$ cat config.mk
export PLATFORM = sky130hd
export DESIGN_NAME = pat_sincos
export DESIGN_NICKNAME = d
export VERILOG_FILES = /design/src/hdl/pat_pkg.sv /design/src/hdl/pat_sincos.sv
export SDC_FILE = /design/constraint.sdc
export NUM_CORES = 1
export LEC_CHECK = 0
export BUFFER_PORTS_ARGS = -buffer_cell sky130_fd_sc_hd__buf_4
export CAP_MARGIN = 20
export CELL_PAD_IN_SITES_DETAIL_PLACEMENT = 0
export CELL_PAD_IN_SITES_GLOBAL_PLACEMENT = 1
export CORE_MARGIN = 2
export CORE_UTILIZATION = 40
export CTS_CLUSTER_DIAMETER = 120
export DETAILED_ROUTE_END_ITERATION = 8
export PLACE_DENSITY = 0.7
export REMOVE_ABC_BUFFERS = 1
export SYNTH_ARGS = -nofsm -noshare
export SYNTH_HDL_FRONTEND = slang
export SYNTH_SLANG_ARGS = --single-unit
$ cat constraint.sdc
create_clock -name clock -period 13.1 [get_ports clock]
set_input_delay 2.62 -clock clock [delete_from_list [all_inputs] [get_ports clock]]
set_output_delay 2.62 -clock clock [all_outputs]
set_load 0.01 [all_outputs]
$ cat src/hdl/pat_pkg.sv
// Shared types, constants and helpers of the point affine transform block.
package pat_pkg;

   // Register file layout
   localparam int REG_IDX_W = 3;
   localparam logic [REG_IDX_W-1:0] REG_MODE    = 3'd0;
   localparam logic [REG_IDX_W-1:0] REG_SHIFT_X = 3'd1;
   localparam logic [REG_IDX_W-1:0] REG_SHIFT_Y = 3'd2;
   localparam logic [REG_IDX_W-1:0] REG_FACTOR  = 3'd3;
   localparam logic [REG_IDX_W-1:0] REG_ANGLE   = 3'd4;

   typedef enum logic [1:0] {
      MODE_TRANSLATE = 2'd0,
      MODE_ENLARGE   = 2'd1,
      MODE_SHRINK    = 2'd2,
      MODE_ROTATE    = 2'd3
   } mode_type;

   // Divider: one quotient bit per stage over the 48-bit dividend
   localparam int NUM_W      = 48;
   localparam int DIV_STAGES = NUM_W;
   localparam int LANE_DLY   = DIV_STAGES;
   localparam int PIPE_DEPTH = DIV_STAGES + 2;

   // Angle arithmetic, Q16.16 degrees
   localparam int ANG_W = 28;
   localparam logic signed [ANG_W-1:0] DEG360 = 28'sd23592960;
   localparam logic signed [ANG_W-1:0] DEG180 = 28'sd11796480;
   localparam logic signed [ANG_W-1:0] DEG90  = 28'sd5898240;

   // Sine and cosine, Q2.30 with headroom
   localparam int TRIG_W = 34;
   localparam logic signed [TRIG_W-1:0] CORDIC_K = 34'sd652032875;
   localparam int CORDIC_STEPS = 18;

   typedef struct packed {
      logic                     busy;
      logic signed [TRIG_W-1:0] cos_v;
      logic signed [TRIG_W-1:0] sin_v;
      logic signed [TRIG_W-1:0] msin_v;
   } trig_type;

   // atan(2^-i) in Q16.16 degrees
   function automatic logic signed [ANG_W-1:0] atan_deg(input logic [4:0] idx);
      logic signed [ANG_W-1:0] v;
      unique case (idx)
         5'd0:    v = 28'sd2949120;
         5'd1:    v = 28'sd1740967;
         5'd2:    v = 28'sd919879;
         5'd3:    v = 28'sd466945;
         5'd4:    v = 28'sd234379;
         5'd5:    v = 28'sd117304;
         5'd6:    v = 28'sd58666;
         5'd7:    v = 28'sd29335;
         5'd8:    v = 28'sd14668;
         5'd9:    v = 28'sd7334;
         5'd10:   v = 28'sd3667;
         5'd11:   v = 28'sd1833;
         5'd12:   v = 28'sd917;
         5'd13:   v = 28'sd458;
         5'd14:   v = 28'sd229;
         5'd15:   v = 28'sd115;
         5'd16:   v = 28'sd57;
         5'd17:   v = 28'sd29;
         default: v = '0;
      endcase
      return v;
   endfunction

   // Clamp a wide signed value to the signed 32-bit range
   function automatic logic [31:0] sat32(input logic signed [67:0] v);
      logic [31:0] r;
      if (v > 68'sd2147483647) begin
         r = 32'h7FFF_FFFF;
      end else if (v < -68'sd2147483648) begin
         r = 32'h8000_0000;
      end else begin
         r = v[31:0];
      end
      return r;
   endfunction

endpackage

$ cat src/hdl/pat_sincos.sv
// Sequencer that reduces the rotation angle and runs a shared CORDIC for cos and sin.
module pat_sincos (
   input  logic                 clock,
   input  logic                 reset,
   input  logic                 restart,
   input  logic signed [25:0]   angle_in,
   output pat_pkg::trig_type    trig
);

   typedef enum logic [3:0] {
      SC_IDLE   = 4'b0001,
      SC_LOAD   = 4'b0010,
      SC_ROTATE = 4'b0100,
      SC_DONE   = 4'b1000
   } sc_state_type;

   sc_state_type state_ff, state_in;

   logic signed [pat_pkg::TRIG_W-1:0] cx_ff, cx_in, cy_ff, cy_in;
   logic signed [pat_pkg::TRIG_W-1:0] cos_ff, cos_in, sin_ff, sin_in, msin_ff, msin_in;
   logic signed [pat_pkg::ANG_W-1:0]  z_ff, z_in;
   logic                              neg_ff, neg_in;
   logic [4:0]                        cnt_ff, cnt_in;

   logic signed [pat_pkg::ANG_W-1:0]  r0, r1, r2, r3, r4, zf;
   logic                              negf;
   logic signed [pat_pkg::TRIG_W-1:0] dx, dy;

   // Reduce the angle into [0, 360), then fold into [-90, 90]
   always_comb begin
      r0 = pat_pkg::ANG_W'(angle_in);
      r1 = (r0 >= pat_pkg::DEG360) ? r0 - pat_pkg::DEG360 : r0;
      r2 = (r1 < 0) ? r1 + pat_pkg::DEG360 : r1;
      r3 = (r2 < 0) ? r2 + pat_pkg::DEG360 : r2;
      r4 = (r3 > pat_pkg::DEG180) ? r3 - pat_pkg::DEG360 : r3;
      if (r4 > pat_pkg::DEG90) begin
         zf   = r4 - pat_pkg::DEG180;
         negf = 1'b1;
      end else if (r4 < -pat_pkg::DEG90) begin
         zf   = r4 + pat_pkg::DEG180;
         negf = 1'b1;
      end else begin
         zf   = r4;
         negf = 1'b0;
      end
   end

   // One CORDIC micro-rotation per cycle
   assign dx = cy_ff >>> cnt_ff;
   assign dy = cx_ff >>> cnt_ff;

   always_comb begin
      state_in = state_ff;
      cx_in    = cx_ff;
      cy_in    = cy_ff;
      z_in     = z_ff;
      neg_in   = neg_ff;
      cnt_in   = cnt_ff;
      cos_in   = cos_ff;
      sin_in   = sin_ff;
      msin_in  = msin_ff;
      unique case (state_ff)
         SC_LOAD: begin
            cx_in    = pat_pkg::CORDIC_K;
            cy_in    = '0;
            z_in     = zf;
            neg_in   = negf;
            cnt_in   = '0;
            state_in = SC_ROTATE;
         end
         SC_ROTATE: begin
            if (z_ff >= 0) begin
               cx_in = cx_ff - dx;
               cy_in = cy_ff + dy;
               z_in  = z_ff - pat_pkg::atan_deg(cnt_ff);
            end else begin
               cx_in = cx_ff + dx;
               cy_in = cy_ff - dy;
               z_in  = z_ff + pat_pkg::atan_deg(cnt_ff);
            end
            cnt_in = cnt_ff + 5'd1;
            if (cnt_ff == 5'(pat_pkg::CORDIC_STEPS - 1)) begin
               state_in = SC_DONE;
            end
         end
         SC_DONE: begin
            cos_in   = neg_ff ? -cx_ff : cx_ff;
            sin_in   = neg_ff ? -cy_ff : cy_ff;
            msin_in  = neg_ff ? cy_ff : -cy_ff;
            state_in = SC_IDLE;
         end
         default: begin
            state_in = SC_IDLE;
         end
      endcase
      if (restart) begin
         state_in = SC_LOAD;
      end
   end

   // Hold control state; restart the sequence after reset
   always_ff @(posedge clock) begin
      if (reset) begin
         state_ff <= SC_LOAD;
      end else begin
         state_ff <= state_in;
      end
   end

   always_ff @(posedge clock) begin
      cx_ff   <= cx_in;
      cy_ff   <= cy_in;
      z_ff    <= z_in;
      neg_ff  <= neg_in;
      cnt_ff  <= cnt_in;
      cos_ff  <= cos_in;
      sin_ff  <= sin_in;
      msin_ff <= msin_in;
   end

   assign trig.busy   = (state_ff != SC_IDLE);
   assign trig.cos_v  = cos_ff;
   assign trig.sin_v  = sin_ff;
   assign trig.msin_v = msin_ff;

endmodule

## After elaboration in Yosys (flattened, before gate mapping)

Memories as Yosys holds them, arrays and structs flattened. A register that Yosys moved wholly into a read port is not among the register bits.
Cells that the tools add are included.

- Word-level logic and storage cells: 68
- Memories: 2
- Bits of input ports: 29
- Output and inout port bits: 103
- Flip-flop bits (word level): 208
- Bits in read-only memories: 1408

- Add/subtract/negate cells: 15
- Magnitude comparators: 7
- Shift-type cells: 2
- Muxes and demuxes: 25
- Reductions and logical operators: 2
- Eq/ne operators: 6

Memory list:

| memory | depth | bits a word | read ports | clocked after Yosys merged registers in | write ports | line | RTL |
|---|---|---|---|---|---|---|---|
| (no name shown) | 32 | 22 | 1 | 1 | 0 | pat_pkg.sv:46 | `unique case (idx)` |
| (no name shown) | 32 | 22 | 1 | 1 | 0 | pat_pkg.sv:46 |  |

Operators by type and width:

| kind | number |
|---|---|
| $mux W28 | 11 |
| $mux W34 | 5 |
| $pmux W34 S2 | 2 |
| $add A34 B34 Y34 | 2 |
| $neg A34 Y34 | 2 |
| $sshr A34 B5 Y34 | 2 |
| $sub A34 B34 Y34 | 2 |
| $add A28 B26 Y28 const B | 2 |
| $lt A28 B1 Y1 const B | 2 |
| $pmux W28 S2 | 1 |
| $add A28 B25 Y28 const B | 1 |
| $add A28 B28 Y28 | 1 |
| $ge A28 B1 Y1 const B | 1 |
| $gt A28 B24 Y1 const B | 1 |
| $gt A28 B25 Y1 const B | 1 |
| $lt A28 B24 Y1 const B | 1 |
| $sub A28 B25 Y28 const B | 1 |
| $sub A28 B26 Y28 const B | 1 |
| $sub A28 B28 Y28 | 1 |
| $sub A26 B26 Y27 const B | 1 |
| $ge A26 B26 Y1 const B | 1 |
| $mux W5 | 2 |
| $pmux W5 S2 | 1 |
| $pmux W4 S2 | 1 |
| 11 further kinds | 11 |

## Longest topological paths before layout

- Depth in word-level cells: 12
- Gate-level depth with buffers: 32
- Depth with buffers taken out: 28

## Worst setup path before layout

OpenSTA, ideal clock, no wires.

- Path type: flip-flop to flip-flop
- From: register state_ff[3]
- To: register cos_ff[0] (netlist bit) (enable)
- Cell stages (with the launch flop): 2
- Period minus slack after synthesis: 11573 ps
- Arrival: 10728 ps
- Path buffers: 0
- Library setup time: 845 ps
- Data required time: 12255 ps
- Setup slack: 1527 ps
- Path through: dfxtp_1 nor4b_1

- Word-level cells in the longest chain between the ends: 1

RTL lines:

| item | line | RTL |
|---|---|---|
| start: declaration | pat_sincos.sv:17 | `sc_state_type state_ff, state_in;` |
| start signal: assignment | pat_sincos.sv:106 | `state_ff <= state_in;` |
| $eq A4 B4 Y1 | pat_sincos.sv:62 | `unique case (state_ff)` |
| end signal: assignment | pat_sincos.sv:116 | `cos_ff <= cos_in;` |
| end: declaration | pat_sincos.sv:20 | `logic signed [pat_pkg::TRIG_W-1:0] cos_ff, cos_in, sin_ff, sin_in, msin_ff, msin_in;` |

No other way between the ends.
A chain may end at the register's enable or synchronous reset.

## Worst setup path after layout

- From: input port angle_in[19]
- To: register z_ff[21] (netlist bit), data pin

- Word-level cells in the longest chain between the ends: 12
- Elaborated cells between the ends (all ways): 19
- Classes of those cells: add/sub (6); order compare (6); mux (7)

RTL lines:

| item | line | RTL |
|---|---|---|
| start: declaration | pat_sincos.sv:6 | `input logic signed [25:0] angle_in,` |
| $sub A26 B26 Y27 or $ge A26 B26 Y1 (tied branches) | pat_sincos.sv:32 | `r1 = (r0 >= pat_pkg::DEG360) ? r0 - pat_pkg::DEG360 : r0;` |
| $mux W28 * | pat_sincos.sv:32 |  |
| $add A28 B26 Y28 or $lt A28 B1 Y1 (tied branches) | pat_sincos.sv:33 | `r2 = (r1 < 0) ? r1 + pat_pkg::DEG360 : r1;` |
| $mux W28 * | pat_sincos.sv:33 |  |
| $add A28 B26 Y28 or $lt A28 B1 Y1 (tied branches) | pat_sincos.sv:34 | `r3 = (r2 < 0) ? r2 + pat_pkg::DEG360 : r2;` |
| $mux W28 * | pat_sincos.sv:34 |  |
| $sub A28 B26 Y28 or $gt A28 B25 Y1 (tied branches) | pat_sincos.sv:35 | `r4 = (r3 > pat_pkg::DEG180) ? r3 - pat_pkg::DEG360 : r3;` |
| $mux W28 * | pat_sincos.sv:35 |  |
| $add A28 B25 Y28 or $lt A28 B24 Y1 (tied branches) | pat_sincos.sv:40, pat_sincos.sv:39 |  |
| $mux W28 | pat_sincos.sv:39 | `end else if (r4 < -pat_pkg::DEG90) begin` |
| $mux W28 * | pat_sincos.sv:36 | `if (r4 > pat_pkg::DEG90) begin` |
| $pmux W28 S2 * | pat_sincos.sv:62 |  |
| net z_in, one bit | pat_sincos.sv:21 | `logic signed [pat_pkg::ANG_W-1:0] z_ff, z_in;` |
| end signal: assignment | pat_sincos.sv:113 | `z_ff <= z_in;` |
| end: declaration | pat_sincos.sv:21 |  |

Mark *: on every way through the listed nets, which the timed path passes. The rest lies on a longest branch.

==> impl_metrics.ini <==
[drt]
vias_per_cell = 5.69
postRouteAntennaNets = 0
firstDrtPassIters = 5
routed_wl_um = 56600
avgRoutedWirePerCell_um = 18.3
drc_errors = 0
vias = 17600
drt_first_iter_violations = 1158

[global_routing]
use_met3 = 0.0233
antenna_found_initial = 0
busiest_layer = met2
grt_pass1_vias = 17200
grt_max_degree = 78
gr-total-overflow = 0
grtUsageMet1 = 0.262
grt_pass1_wl_um = 90700
grt_usage = 0.205
met2_usage = 0.364

[clocking]
cts-root-buf = clkbuf_16
path_clk_slew_ns = 0.05
ctsHoldBuffers = 0
clk-insertion-delay-late_ns = 0.57
htree_levels = 1
ctsResizeCount = 0
cts_setup_buffers = 0
clock_path_buffers = 3
cts_tree = done
cts_buffers = 29
cts_sinks = 229

[worst_setup_path]
crit_family = compound AO/OA/AOI/OAI gates
cp-end-kind = flop
crit_buf_inv = 4
reg2reg_slack_ns = 5.02
arrival_ns = 9.71
setup.worst_path.start_class = primary input
worstRegToRegCells = 21
timing.rr.end = cx_ff[33]
cp.required_ns = 13.38
crit_fanout = 11
critPathKind = in -> reg
crit_slowest_cell = o21ai_1
r2r_start = cnt_ff[1]
critPathMaxStageDelay_ns = 0.65

[floorplanning]
dieArea_sq_um = 54500
dieWidth_um = 233
initial_core_util = 0.402
rows = 84
pin_count = 132
core_area_sq_um = 52300
die_h_um = 233

[timing]
rsz0062_at_grt = no
fmax_mhz = 106
worst_pin_slew_ns = 1.09
finClkSkew_ns = 0.0242
maxSlewHeadroom = 0.275
hold_viol = 0
slew_viol_final = 0
setup_tns_ns = 0
finalCritPeriodShare = 0.720
final-setup-viol-count = 0
layout_min_cycle_time_ns = 9.43

[synth]
postSynthCellCount = 2348
seq_area_frac_synth = 0.314
synth-edff-count = 203
yosys_warnings = 0
avgSynthCellArea_sq_um = 8.97
synthArstFlopShare = 0
synth-seq-cells = 229
synth_cell_type_count = 98
synth_top_flop_cell = edfxtp_1
netlist_area_sq_um = 21100

[power_and_ir_drop]
ir_drop_uv = 103
leakagePower_nw = 9.00
cellPowerDensity_nw_per_um2 = 194

[layout]
multi_input_area_sq_um = 13600
instances_no_fill = 3098
regArea_sq_um = 6620
nets = 2535
fillers = 5149
final_core_util = 0.447
layout-drive-gt1-share = 0.141
design_area_sq_um = 23400
area_growth_pct = 11.1

[worst_hold_path]
min_from = cx_ff[0]
min_path_type = reg -> reg
min_to = cos_ff[0]
holdPathStages = 0

[placed_design]
io_buffers = 131
place_area_sq_um = 22500
dpl.cell_count = 3044
dp_hpwl_um = 42500
gp_congestion = 0.887

[run]
drv_cap = 0

[status]
status = finished clean
[power by group]
part	switching, mW	leakage (nW)	total, mW	internal [mW]
registers	0.0862	2.12	1.01	0.920
logic	1.59	6.46	2.80	1.20
clock network	0.304	0.424	0.747	0.442
total	1.98	9.00	4.55	2.57
[how the worst max path moves through the flow]
stage / startpoint / endpoint / slack [ns] / cells past startpoint
after CTS: angle_in[19] / z_ff[21] / 3.78 / 28
after global routing: angle_in[19] / z_ff[21] / 3.02 / 28
after detailed placement: angle_in[19] / z_ff[21] / 3.20 / 28
final: angle_in[19] / z_ff[21] / 3.67 / 28
after global placement: angle_in[19] / z_ff[21] / 3.36 / 28
after floorplan: state_ff[3] / cos_ff[0] / 1.53 / 1
[layout by cell type (no fill, tap or decap), drive strengths merged, types with 8 or more instances in the layout]
| cell type | count |
|---|---|
| nand2 | 296 |
| edfxtp | 203 |
| nor2 | 198 |
| o21ai | 189 |
| xnor2 | 174 |
| buf | 151 |
| a21oi | 132 |
| ha | 115 |
| xor2 | 97 |
| inv | 73 |
| mux4 | 66 |
| mux2i | 44 |
| nand3 | 44 |
| or3 | 42 |
| o31ai | 40 |
| nor3 | 40 |
| nand2b | 39 |
| clkbuf | 37 |
| o21a | 32 |
| a21o | 29 |
| or2 | 27 |
| dfxtp | 26 |
| a31oi | 25 |
| o211ai | 24 |
| mux2 | 24 |
| a211oi | 20 |
| or4 | 18 |
| and2 | 15 |
| nor2b | 14 |
| and3 | 14 |
| nor4 | 14 |
| o21bai | 14 |
| clkinv | 12 |
| nand4 | 11 |
| o41ai | 9 |
| a21boi | 8 |
[cell families (layout without fill, tap and decap cells)]
family / count (synthesis) / after routing / synth area share
AO/OA/AOI/OAI: 586 / 586 / 0.179
flip-flops: 229 / 229 / 0.314
multiplexers: 134 / 134 / 0.104
other: 0 / 1 / 0
XOR/XNOR: 271 / 271 / 0.113
adder cells (fa/ha/maj): 118 / 118 / 0.0712
AND/OR/NAND/NOR: 795 / 795 / 0.178
buffers and inverters: 215 / 276 / 0.0404
[per-stage QoR]
step / worst slack, ns / hold slack [ns] / power [mW]
6_report: 3.67 / 0.567 / 4.55
5_1_grt: 3.02 / 0.593 / 4.97
4_1_cts: 3.78 / 0.565 / 4.58
3_5_place_dp: 3.20 / 0.560 / 3.80
3_3_place_gp: 3.36 / 0.548 / 3.76
2_1_floorplan: 1.53 / 0.491 / 3.23
[sequential cells by signal, summed over array words and instances (netlist names), named ones only]
name	count
cos_ff	34
cx_ff	34
cy_ff	34
sin_ff	34
msin_ff	33
z_ff	28
cnt_ff	5
state_ff	4
neg_ff	1
[cell usage after synthesis, drive strengths merged, types with 18 or more instances]
cell type,instances,area [sq um]
mux2,24,274
o21ai,189,950
nand2b,39,244
a21oi,132,661
a211oi,20,150
nor3,40,200
edfxtp,203,6100
nand3,44,220
mux2i,44,440
xor2,97,850
buf,48,224
a31oi,25,178
o211ai,24,180
nor2,198,748
or3,42,264
dfxtp,26,521
inv,72,270
xnor2,174,1520
o21a,32,240
a21o,29,218
mux4,66,1490
o31ai,40,300
clkbuf,94,353
or4,18,146
ha,115,1440
or2,27,169
nand2,296,1110
[layout make-up]
| cell class | instances | share of cell area |
|---|---|---|
| multi-input combinational | 1904 | 0.582 |
| sequential | 229 | 0.283 |
| timing repair buffer | 151 | 0.0490 |
| tap | 688 | 0.0368 |
| clock buffer | 37 | 0.0323 |
| inverter | 73 | 0.0118 |
| clock inverter | 15 | 0.00535 |
| antenna | 1 | 0.000107 |
[metal layers]
metal / wire (um) / vias to the layer above
met1: 24700 / 8494
met2: 28000 / 374
met3: 2110 / 93
met4: 1770 / 0
li1: - / 8657
met5: 0 / -
No activity file was read; power rests on OpenSTA's default activity.
